## config.mk

```make
export PLATFORM = sky130hd
export DESIGN_NAME = polynomial_add_sub_mul
export DESIGN_NICKNAME = d
export VERILOG_FILES = /design/src/hdl/pasm_pkg.sv /design/src/hdl/pasm_ram.sv /design/src/hdl/pasm_mac.sv /design/src/hdl/pasm_seq.sv /design/src/hdl/polynomial_add_sub_mul.sv
export SDC_FILE = /design/constraint.sdc
export NUM_CORES = 2
export LEC_CHECK = 0
export BUFFER_PORTS_ARGS = -buffer_cell sky130_fd_sc_hd__buf_2
export CELL_PAD_IN_SITES_DETAIL_PLACEMENT = 0
export CELL_PAD_IN_SITES_GLOBAL_PLACEMENT = 1
export CORE_MARGIN = 3
export CORE_UTILIZATION = 54
export CTS_CLUSTER_DIAMETER = 200
export CTS_CLUSTER_SIZE = 40
export DETAILED_ROUTE_END_ITERATION = 10
export PLACE_DENSITY_LB_ADDON = 0.1
export SLEW_MARGIN = 20
export SYNTH_ARGS = -nofsm -noshare
export SYNTH_HDL_FRONTEND = slang
export SYNTH_SLANG_ARGS = --single-unit
```

## constraint.sdc

```tcl
create_clock -name clk -period 13.2 [get_ports clk]
set_input_delay 0.66 -clock clk [delete_from_list [all_inputs] [get_ports clk]]
set_output_delay 0.66 -clock clk [all_outputs]
set_load 0.02 [all_outputs]
```

## src/hdl/pasm_pkg.sv

```systemverilog
// ----------------------------------------------------------------------------
// pasm_pkg
// Shared constants, codes and types of the polynomial add/sub/mul unit.
// ----------------------------------------------------------------------------
package pasm_pkg;

    localparam int MAX_DEGREE = 31;
    localparam int DEPTH      = MAX_DEGREE + 1;
    localparam int AW         = (DEPTH > 1) ? $clog2(DEPTH) : 1;

    localparam int OP_W       = 2;
    localparam int IN_POW_W   = 5;
    localparam int COEF_W     = 16;
    localparam int DEG_W      = 5;
    localparam int MODE_W     = 2;
    localparam int POW_W      = 6;
    localparam int ACC_W      = 40;
    localparam int CFG_IDX_W  = 2;
    localparam int CFG_W      = 5;

    localparam logic [OP_W-1:0] OP_LOAD_A  = 2'd0;
    localparam logic [OP_W-1:0] OP_LOAD_B  = 2'd1;
    localparam logic [OP_W-1:0] OP_COMPUTE = 2'd2;

    localparam logic [MODE_W-1:0] MODE_ADD = 2'd0;
    localparam logic [MODE_W-1:0] MODE_SUB = 2'd1;
    localparam logic [MODE_W-1:0] MODE_MUL = 2'd2;

    localparam logic [CFG_IDX_W-1:0] REG_MODE     = 2'd0;
    localparam logic [CFG_IDX_W-1:0] REG_DEGREE_A = 2'd1;
    localparam logic [CFG_IDX_W-1:0] REG_DEGREE_B = 2'd2;

    typedef enum logic [2:0] {
        ST_IDLE,
        ST_START,
        ST_ISSUE,
        ST_DRAIN,
        ST_EMIT
    } state_t;

    typedef struct packed {
        logic              valid;
        logic              last;
        logic              a_ok;
        logic              b_ok;
        logic [MODE_W-1:0] mode;
    } term_t;

    typedef struct packed {
        logic              we_a;
        logic              we_b;
        logic [AW-1:0]     addr;
        logic [COEF_W-1:0] data;
    } wr_t;

endpackage

```

## src/hdl/pasm_ram.sv

```systemverilog
// ----------------------------------------------------------------------------
// pasm_ram
// Generic single-write, single-read RAM with registered read data.
// ----------------------------------------------------------------------------
module pasm_ram #(
    parameter int WIDTH = 16,
    parameter int DEPTH = 32
) (
    input  logic                                    clk,
    input  logic                                    we,
    input  logic [((DEPTH > 1) ? $clog2(DEPTH) : 1)-1:0] waddr,
    input  logic [WIDTH-1:0]                        wdata,
    input  logic [((DEPTH > 1) ? $clog2(DEPTH) : 1)-1:0] raddr,
    output logic [WIDTH-1:0]                        rdata
);

    logic [WIDTH-1:0] mem [DEPTH];

    always_ff @(posedge clk)
    begin
        if (we)
        begin
            mem[waddr] <= wdata;
        end
        rdata <= mem[raddr];
    end

endmodule

```

## src/hdl/pasm_mac.sv

```systemverilog
// ----------------------------------------------------------------------------
// pasm_mac
// Term pipeline: aligns with the RAM read, forms the product or the
// sum/difference of one coefficient pair, and accumulates it.
// ----------------------------------------------------------------------------
module pasm_mac (
    input  logic                              clk,
    input  logic                              rst_n,
    input  pasm_pkg::term_t                   term,
    input  logic                              acc_clr,
    input  logic signed [pasm_pkg::COEF_W-1:0] rd_a,
    input  logic signed [pasm_pkg::COEF_W-1:0] rd_b,
    output logic signed [pasm_pkg::ACC_W-1:0]  acc,
    output logic                              done
);

    localparam int PW = 2 * pasm_pkg::COEF_W;

    pasm_pkg::term_t                    t1_reg;
    logic                               v2_reg;
    logic                               last2_reg;
    logic signed [pasm_pkg::ACC_W-1:0]  val2_reg;
    logic signed [pasm_pkg::ACC_W-1:0]  val2_next;
    logic signed [pasm_pkg::ACC_W-1:0]  acc_reg;
    logic signed [pasm_pkg::ACC_W-1:0]  acc_next;
    logic signed [pasm_pkg::COEF_W-1:0] a;
    logic signed [pasm_pkg::COEF_W-1:0] b;
    logic signed [PW-1:0]               prod;
    logic signed [pasm_pkg::ACC_W-1:0]  a_ext;
    logic signed [pasm_pkg::ACC_W-1:0]  b_ext;

    always_comb
    begin
        a     = t1_reg.a_ok ? rd_a : '0;
        b     = t1_reg.b_ok ? rd_b : '0;
        prod  = a * b;
        a_ext = {{(pasm_pkg::ACC_W - pasm_pkg::COEF_W){a[pasm_pkg::COEF_W-1]}}, a};
        b_ext = {{(pasm_pkg::ACC_W - pasm_pkg::COEF_W){b[pasm_pkg::COEF_W-1]}}, b};
        unique case (t1_reg.mode)
            pasm_pkg::MODE_ADD: val2_next = a_ext + b_ext;
            pasm_pkg::MODE_SUB: val2_next = a_ext - b_ext;
            default:            val2_next = {{(pasm_pkg::ACC_W - PW){prod[PW-1]}}, prod};
        endcase
    end

    always_comb
    begin
        if (acc_clr)
        begin
            acc_next = '0;
        end
        else if (v2_reg)
        begin
            acc_next = acc_reg + val2_reg;
        end
        else
        begin
            acc_next = acc_reg;
        end
    end

    always_ff @(posedge clk or negedge rst_n)
    begin
        if (!rst_n)
        begin
            t1_reg    <= '0;
            v2_reg    <= 1'b0;
            last2_reg <= 1'b0;
        end
        else
        begin
            t1_reg    <= term;
            v2_reg    <= t1_reg.valid;
            last2_reg <= t1_reg.last;
        end
    end

    always_ff @(posedge clk)
    begin
        val2_reg <= val2_next;
        acc_reg  <= acc_next;
    end

    assign acc  = acc_reg;
    assign done = v2_reg && last2_reg;

endmodule

```

## src/hdl/pasm_seq.sv

```systemverilog
// ----------------------------------------------------------------------------
// pasm_seq
// Sequencer: configuration registers, coefficient loads, read address
// generation per result power, and the output beat register.
// ----------------------------------------------------------------------------
module pasm_seq (
    input  logic                                 clk,
    input  logic                                 rst_n,
    input  logic                                 cfg_we,
    input  logic [pasm_pkg::CFG_IDX_W-1:0]       cfg_index,
    input  logic [pasm_pkg::CFG_W-1:0]           cfg_data,
    input  logic                                 s_tvalid,
    output logic                                 s_tready,
    input  logic [pasm_pkg::OP_W-1:0]            s_op,
    input  logic [pasm_pkg::IN_POW_W-1:0]        s_power,
    input  logic [pasm_pkg::COEF_W-1:0]          s_coef,
    output pasm_pkg::wr_t                        wr,
    output logic [pasm_pkg::AW-1:0]              rd_addr_a,
    output logic [pasm_pkg::AW-1:0]              rd_addr_b,
    output pasm_pkg::term_t                      term,
    output logic                                 acc_clr,
    input  logic                                 done,
    input  logic signed [pasm_pkg::ACC_W-1:0]    acc,
    output logic                                 m_tvalid,
    input  logic                                 m_tready,
    output logic [pasm_pkg::POW_W-1:0]           m_power,
    output logic [pasm_pkg::ACC_W-1:0]           m_coef,
    output logic                                 m_last
);

    localparam int PW = pasm_pkg::POW_W;

    pasm_pkg::state_t              state_reg;
    pasm_pkg::state_t              state_next;
    logic [pasm_pkg::MODE_W-1:0]   mode_reg;
    logic [pasm_pkg::DEG_W-1:0]    deg_a_reg;
    logic [pasm_pkg::DEG_W-1:0]    deg_b_reg;
    logic [PW-1:0]                 p_reg;
    logic [PW-1:0]                 p_next;
    logic [PW-1:0]                 i_reg;
    logic [PW-1:0]                 i_next;
    logic [PW-1:0]                 ihi_reg;
    logic [PW-1:0]                 ihi_next;
    logic                          m_tvalid_reg;
    logic [PW-1:0]                 m_power_reg;
    logic [pasm_pkg::ACC_W-1:0]    m_coef_reg;
    logic                          m_last_reg;

    logic [PW-1:0] da;
    logic [PW-1:0] db;
    logic [PW-1:0] top;
    logic [PW-1:0] i_lo;
    logic [PW-1:0] i_hi;
    logic [PW-1:0] j;
    logic          is_mul;
    logic          mode_ok;
    logic          accept;
    logic          go;
    logic          last_term;
    logic          out_free;
    logic          load_out;
    logic          p_last;

    always_comb
    begin
        da = (deg_a_reg > pasm_pkg::DEG_W'(pasm_pkg::MAX_DEGREE))
           ? PW'(pasm_pkg::MAX_DEGREE) : PW'(deg_a_reg);
        db = (deg_b_reg > pasm_pkg::DEG_W'(pasm_pkg::MAX_DEGREE))
           ? PW'(pasm_pkg::MAX_DEGREE) : PW'(deg_b_reg);
        is_mul  = (mode_reg == pasm_pkg::MODE_MUL);
        mode_ok = is_mul || (mode_reg == pasm_pkg::MODE_ADD) || (mode_reg == pasm_pkg::MODE_SUB);
        top     = is_mul ? (da + db) : ((da > db) ? da : db);
        i_lo    = (p_reg > db) ? (p_reg - db) : '0;
        i_hi    = (p_reg < da) ? p_reg : da;
        j       = is_mul ? (p_reg - i_reg) : p_reg;
        last_term = (i_reg == ihi_reg);
        out_free  = !m_tvalid_reg || m_tready;
        p_last    = (p_reg == top);
    end

    // next state
    always_comb
    begin
        state_next = state_reg;
        unique case (state_reg)
            pasm_pkg::ST_IDLE:
            begin
                if (s_tvalid && (s_op == pasm_pkg::OP_COMPUTE) && mode_ok)
                begin
                    state_next = pasm_pkg::ST_START;
                end
            end
            pasm_pkg::ST_START: state_next = pasm_pkg::ST_ISSUE;
            pasm_pkg::ST_ISSUE:
            begin
                if (last_term)
                begin
                    state_next = pasm_pkg::ST_DRAIN;
                end
            end
            pasm_pkg::ST_DRAIN:
            begin
                if (done)
                begin
                    state_next = pasm_pkg::ST_EMIT;
                end
            end
            pasm_pkg::ST_EMIT:
            begin
                if (out_free)
                begin
                    state_next = p_last ? pasm_pkg::ST_IDLE : pasm_pkg::ST_START;
                end
            end
            default: state_next = pasm_pkg::ST_IDLE;
        endcase
    end

    // state outputs
    always_comb
    begin
        s_tready   = (state_reg == pasm_pkg::ST_IDLE);
        acc_clr    = (state_reg == pasm_pkg::ST_START);
        load_out   = (state_reg == pasm_pkg::ST_EMIT) && out_free;
        term.valid = (state_reg == pasm_pkg::ST_ISSUE);
        term.last  = last_term;
        term.a_ok  = (i_reg <= da);
        term.b_ok  = (j <= db);
        term.mode  = mode_reg;
    end

    assign accept = s_tvalid && s_tready;
    assign go     = accept && (s_op == pasm_pkg::OP_COMPUTE);

    always_comb
    begin
        wr.we_a = accept && (s_op == pasm_pkg::OP_LOAD_A)
               && (s_power <= pasm_pkg::IN_POW_W'(pasm_pkg::MAX_DEGREE));
        wr.we_b = accept && (s_op == pasm_pkg::OP_LOAD_B)
               && (s_power <= pasm_pkg::IN_POW_W'(pasm_pkg::MAX_DEGREE));
        wr.addr = s_power[pasm_pkg::AW-1:0];
        wr.data = s_coef;
    end

    assign rd_addr_a = i_reg[pasm_pkg::AW-1:0];
    assign rd_addr_b = j[pasm_pkg::AW-1:0];

    always_comb
    begin
        p_next   = p_reg;
        i_next   = i_reg;
        ihi_next = ihi_reg;
        if (go)
        begin
            p_next = '0;
        end
        else if (load_out && !p_last)
        begin
            p_next = p_reg + PW'(1);
        end
        if (state_reg == pasm_pkg::ST_START)
        begin
            i_next   = is_mul ? i_lo : p_reg;
            ihi_next = is_mul ? i_hi : p_reg;
        end
        else if (state_reg == pasm_pkg::ST_ISSUE)
        begin
            i_next = i_reg + PW'(1);
        end
    end

    always_ff @(posedge clk or negedge rst_n)
    begin
        if (!rst_n)
        begin
            state_reg    <= pasm_pkg::ST_IDLE;
            mode_reg     <= '0;
            deg_a_reg    <= '0;
            deg_b_reg    <= '0;
            m_tvalid_reg <= 1'b0;
        end
        else
        begin
            state_reg <= state_next;
            if (cfg_we)
            begin
                unique case (cfg_index)
                    pasm_pkg::REG_MODE:     mode_reg  <= cfg_data[pasm_pkg::MODE_W-1:0];
                    pasm_pkg::REG_DEGREE_A: deg_a_reg <= cfg_data[pasm_pkg::DEG_W-1:0];
                    pasm_pkg::REG_DEGREE_B: deg_b_reg <= cfg_data[pasm_pkg::DEG_W-1:0];
                    default: ;
                endcase
            end
            if (load_out)
            begin
                m_tvalid_reg <= 1'b1;
            end
            else if (m_tready)
            begin
                m_tvalid_reg <= 1'b0;
            end
        end
    end

    always_ff @(posedge clk)
    begin
        p_reg   <= p_next;
        i_reg   <= i_next;
        ihi_reg <= ihi_next;
        if (load_out)
        begin
            m_power_reg <= p_reg;
            m_coef_reg  <= acc;
            m_last_reg  <= p_last;
        end
    end

    assign m_tvalid = m_tvalid_reg;
    assign m_power  = m_power_reg;
    assign m_coef   = m_coef_reg;
    assign m_last   = m_last_reg;

endmodule

```

## src/hdl/polynomial_add_sub_mul.sv

```systemverilog
// ----------------------------------------------------------------------------
// polynomial_add_sub_mul
// Two coefficient RAMs for A and B; on compute, emits A+B, A-B or A*B
// from power 0 upward with tlast on the highest power.
//
//   channel   dir  payload
//   s_axis    in   tuser: operation; tdata: power, coefficient
//   m_axis    out  tdata: result_power, result_coefficient; tlast: last
//   cfg       in   cfg_index 0 mode, 1 degree_a, 2 degree_b
//
// A load beat writes one coefficient; a compute beat holds off s_axis until
// done. Each result power issues one term per coefficient pair (one for
// add/sub), then drains the RAM read and the MAC pipeline before emit.
// Output waits in a register; m_axis stalls hold the sequencer in emit.
// Reset clears control and config; the RAMs are not cleared.
// ----------------------------------------------------------------------------
module polynomial_add_sub_mul (
    input  logic                                 clk,
    input  logic                                 rst_n,
    input  logic                                 cfg_we,
    input  logic [pasm_pkg::CFG_IDX_W-1:0]       cfg_index,
    input  logic [pasm_pkg::CFG_W-1:0]           cfg_data,
    input  logic                                 s_axis_tvalid,
    output logic                                 s_axis_tready,
    input  logic [23:0]                          s_axis_tdata,  // power, coefficient
    input  logic [pasm_pkg::OP_W-1:0]            s_axis_tuser,  // operation
    output logic                                 m_axis_tvalid,
    input  logic                                 m_axis_tready,
    output logic [47:0]                          m_axis_tdata,  // result_power, result_coefficient
    output logic                                 m_axis_tlast
);

    localparam int CW = pasm_pkg::COEF_W;
    localparam int PI = pasm_pkg::IN_POW_W;
    localparam int PO = pasm_pkg::POW_W;
    localparam int AC = pasm_pkg::ACC_W;

    pasm_pkg::wr_t                       wr;
    pasm_pkg::term_t                     term;
    logic [pasm_pkg::AW-1:0]             rd_addr_a;
    logic [pasm_pkg::AW-1:0]             rd_addr_b;
    logic [CW-1:0]                       rd_a;
    logic [CW-1:0]                       rd_b;
    logic                                acc_clr;
    logic                                done;
    logic signed [AC-1:0]                acc;
    logic [PO-1:0]                       m_power;
    logic [AC-1:0]                       m_coef;

    pasm_seq u_seq (
        .clk       (clk),
        .rst_n     (rst_n),
        .cfg_we    (cfg_we),
        .cfg_index (cfg_index),
        .cfg_data  (cfg_data),
        .s_tvalid  (s_axis_tvalid),
        .s_tready  (s_axis_tready),
        .s_op      (s_axis_tuser),
        .s_power   (s_axis_tdata[PI-1:0]),
        .s_coef    (s_axis_tdata[PI+CW-1:PI]),
        .wr        (wr),
        .rd_addr_a (rd_addr_a),
        .rd_addr_b (rd_addr_b),
        .term      (term),
        .acc_clr   (acc_clr),
        .done      (done),
        .acc       (acc),
        .m_tvalid  (m_axis_tvalid),
        .m_tready  (m_axis_tready),
        .m_power   (m_power),
        .m_coef    (m_coef),
        .m_last    (m_axis_tlast)
    );

    pasm_ram #(
        .WIDTH (CW),
        .DEPTH (pasm_pkg::DEPTH)
    ) u_ram_a (
        .clk   (clk),
        .we    (wr.we_a),
        .waddr (wr.addr),
        .wdata (wr.data),
        .raddr (rd_addr_a),
        .rdata (rd_a)
    );

    pasm_ram #(
        .WIDTH (CW),
        .DEPTH (pasm_pkg::DEPTH)
    ) u_ram_b (
        .clk   (clk),
        .we    (wr.we_b),
        .waddr (wr.addr),
        .wdata (wr.data),
        .raddr (rd_addr_b),
        .rdata (rd_b)
    );

    pasm_mac u_mac (
        .clk     (clk),
        .rst_n   (rst_n),
        .term    (term),
        .acc_clr (acc_clr),
        .rd_a    (rd_a),
        .rd_b    (rd_b),
        .acc     (acc),
        .done    (done)
    );

    assign m_axis_tdata = {{(48 - PO - AC){1'b0}}, m_coef, m_power};

endmodule
```

==> results.yml <==
yosys:
  yosysUniqueCellTypes: 89
  synth_cells: 4607
  synthTopCellsByCount: "1,083 x edfxtp_1, 778 x nand2_1, 362 x inv_1"
  synth_top_family_by_area: "adder cells"
  synth_mux_area_share_pct: 6.710
  synthFlopType: "edfxtp_1"
  synth_area_leader_cell: "edfxtp_1"
  ys_async_sr_fraction_pct: 1.972
  ys_seq_area_share_pct: 58.45
  syn_area_sq_um: 60430
  synth_warnings: 0
  synth_compound_area_share_pct: 6.447
  post-synth-top-area-fraction_pct: 53.81
  post-synth-top-count-cell: "edfxtp_1"
  synth-xor-area-share_pct: 1.304
  ys_seq_elements: 1217
  synth-simple-area-share_pct: 10.42
  synthTopCellsByArea: "edfxtp_1 54%, fa_1 8.9%, mux4_2 6.0%"
  synth_edf_count: 1083
  synthAdderAreaFrac_pct: 12.81
  synth.avg_cell_area_sq_um: 13.12
grt:
  grt_pass1_vias: 35241
  grt-ovfl-total: 0
  antenna_found_initial: 7
  grt_max_degree: 176
  grt_pass1_wl_um: 223900
  grt_usage_pct: 25.77
min_path:
  hp-class: "in2reg"
  min_from: "cfg_data[4]"
  hold-path-cell-count: 2
cts:
  clock-sinks: 1217
  clk_path_buf_depth: 3
  cts-resized-gates: 0
  cts_buffers: 36
  insertion_delay_ns: 0.68
  tritoncts: "built"
  htree_num_levels: 2
  clockRootBuffer: "clkbuf_16"
  clk_pin_slew_worst_paths_ns: 0.14
drt:
  drc: 0
  drt_iter0_drc: 3195
  wl_met2_um: 74800
  wirelength_um: 149400
  via_per_inst: 5.883
  drtPass1Iterations: 6
  vias: 36035
  top_layer_used: "met4"
  drtAntennaViolNets: 0
  wl_met3_um: 8394
  post_drt_wl_per_cell_um: 24.40
  met1Wirelength_um: 62470
status:
  outcome: "completed"
die:
  start_util_pct: 54.53
  die_width_um: 340.5
  core-area_sq_um: 110800
  ios: 89
  die_h_um: 340.5
  row_count: 122
  die-area_sq_um: 116000
power_and_ir_drop:
  pwr-share-comb_pct: 60.9
  p_sw_mw: 7.184
  power.internal_mw: 8.806
  pwr-share-clk_pct: 10.2
  sequentialPowerShare_pct: 29.0
  p_per_area_nw_per_um2: 250.5
  leakage_nw: 23.86
  sw_frac_of_total_pct: 44.93
  peakVddDrop_v: 0.0002519
timing:
  hold_viol: 0
  fmax_ghz: 0.1212
  fin_tns_setup_ns: 0
  finalCriticalPeriod_ns: 8.248
  slew_headroom_pct: 27.03
  worst_pin_slew_ns: 1.083
  skew_ns: 0.03526
  drv_slew: 0
  rsz0062_at_grt: "false"
  finalCritPeriodShare_pct: 62.49
  finalSetupViolations: 0
setup_path:
  worstPathMaxFanout: 16
  worstPathArrival_ns: 8.78
  crit_required_ns: 13.73
  crit_path_start_kind: "flop"
  cp-end-kind: "flop"
  r2r_start: "u_mac.t1_reg[2]$_DFF_PN0_"
  reg2reg_depth: 21
  critPathKind: "reg2reg"
  crit_start: "u_mac.t1_reg[2]$_DFF_PN0_"
cells_and_area:
  final_util_pct: 57.60
  syn2layout_area_growth_pct: 5.629
  reg_top3: "u_ram_a.mem (512), u_ram_b.mem (512)"
  layout.nets: 5112
  drive_above_1_share_pct: 9.664
placement:
  portBuffers: 83
  gp_congestion: 0.9136
  place_hpwl_um: 94970
job:
  cap_violations: 0
==> stage by stage <==
stage	instances	total power, mW	instance area, sq um	hold slack (ns)	setup slack (ns)
floorplan	4608	11.71	60440	0.3312	6.648
global placement	6064	14.39	62730	0.3321	5.062
detailed placement	6065	14.46	62750	0.3346	5.053
CTS	6124	16.09	63820	0.1954	5.019
global route	6124	17.32	63830	0.2149	4.586
finish	6125	15.99	63840	0.2459	4.952
==> cell type report <==
| class | instances | area [sq um] |
|---|---|---|
| diodes | 1 | 2.502 |
| clock buffers | 53 | 985.9 |
| clock inverters | 5 | 76.32 |
| fillers | 9040 | 46990 |
| inverters | 382 | 1445 |
| multi-input cells | 2785 | 22830 |
| flip-flops and latches | 1217 | 35330 |
| well taps | 1488 | 1862 |
| repair buffers | 194 | 1306 |
==> timing repair <==
item,4_1_cts,5_1_grt
buffers inserted,0,0
hold endpoints to repair,24,0
hold buffers,1,0
==> cell families after synthesis <==
family          Yosys count
simple gates           1470
flops                  1217
buf+inv                 606
compound gates          562
fa+ha+maj               458
mux                     203
xor+xnor                 90
other cells               1
==> layer usage <==
layer	global-route usage, %	up-vias
met1	35.74	18326
met5	0	-
li1	-	16433
met2	44.28	1100
met3	2.627	176
met4	6.185	0
==> worst paths after layout <==
kind	endpoint	slack [ns]
setup / recovery	u_mac.val2_reg[38]$_DFF_P_	4.95
hold / removal	u_seq.deg_a_reg[4]$_DFFE_PN0P_	0.25
setup reg to reg	u_mac.val2_reg[38]$_DFF_P_	4.95
hold reg to reg	u_mac.v2_reg$_DFF_PN0_	0.37
max in group asynchronous	u_mac.v2_reg$_DFF_PN0_	12.23
min in group asynchronous	u_seq.deg_a_reg[2]$_DFFE_PN0P_	0.53
==> layout by cell type, fill, tap and decap left out, types with 108 or more instances in the layout <==
cell type  instances
nand3_1          214
o21ai_0          111
inv_1            360
buf_4            108
nor2_1           284
ha_1             190
edfxtp_1        1083
dfxtp_1          110
nand2_1          778
mux4_2           160
fa_1             268
==> worst max-delay path: stages (launching register included) <==
cell and delay [ns]:
dfrtp_1 0.75, and2_1 0.59, clkinv_1 0.57, nor2_1 0.26
fa_1 0.59, fa_1 0.98, fa_1 0.55, fa_1 0.51
fa_1 0.49, inv_1 0.05, fa_1 0.49, inv_1 0.05
ha_1 0.36, a21o_1 0.20, a21o_1 0.17, a21oi_1 0.19
o21ai_0 0.11, a21oi_1 0.40, o211ai_1 0.24, o31ai_1 0.28
xnor2_1 0.15, o21ai_0 0.09
==> power by group through the flow <==
stage                     Sequential (mW)  Combinational, mW  Clock [mW]
after floorplan                      4.62               7.08           0
after global placement               4.72               9.67           0
after detailed placement             4.72               9.74           0
after CTS                            4.63               9.79        1.67
after global routing                 4.65               10.9        1.79
final                                4.63               9.73        1.63
Power figures use the tool's default switching activity.
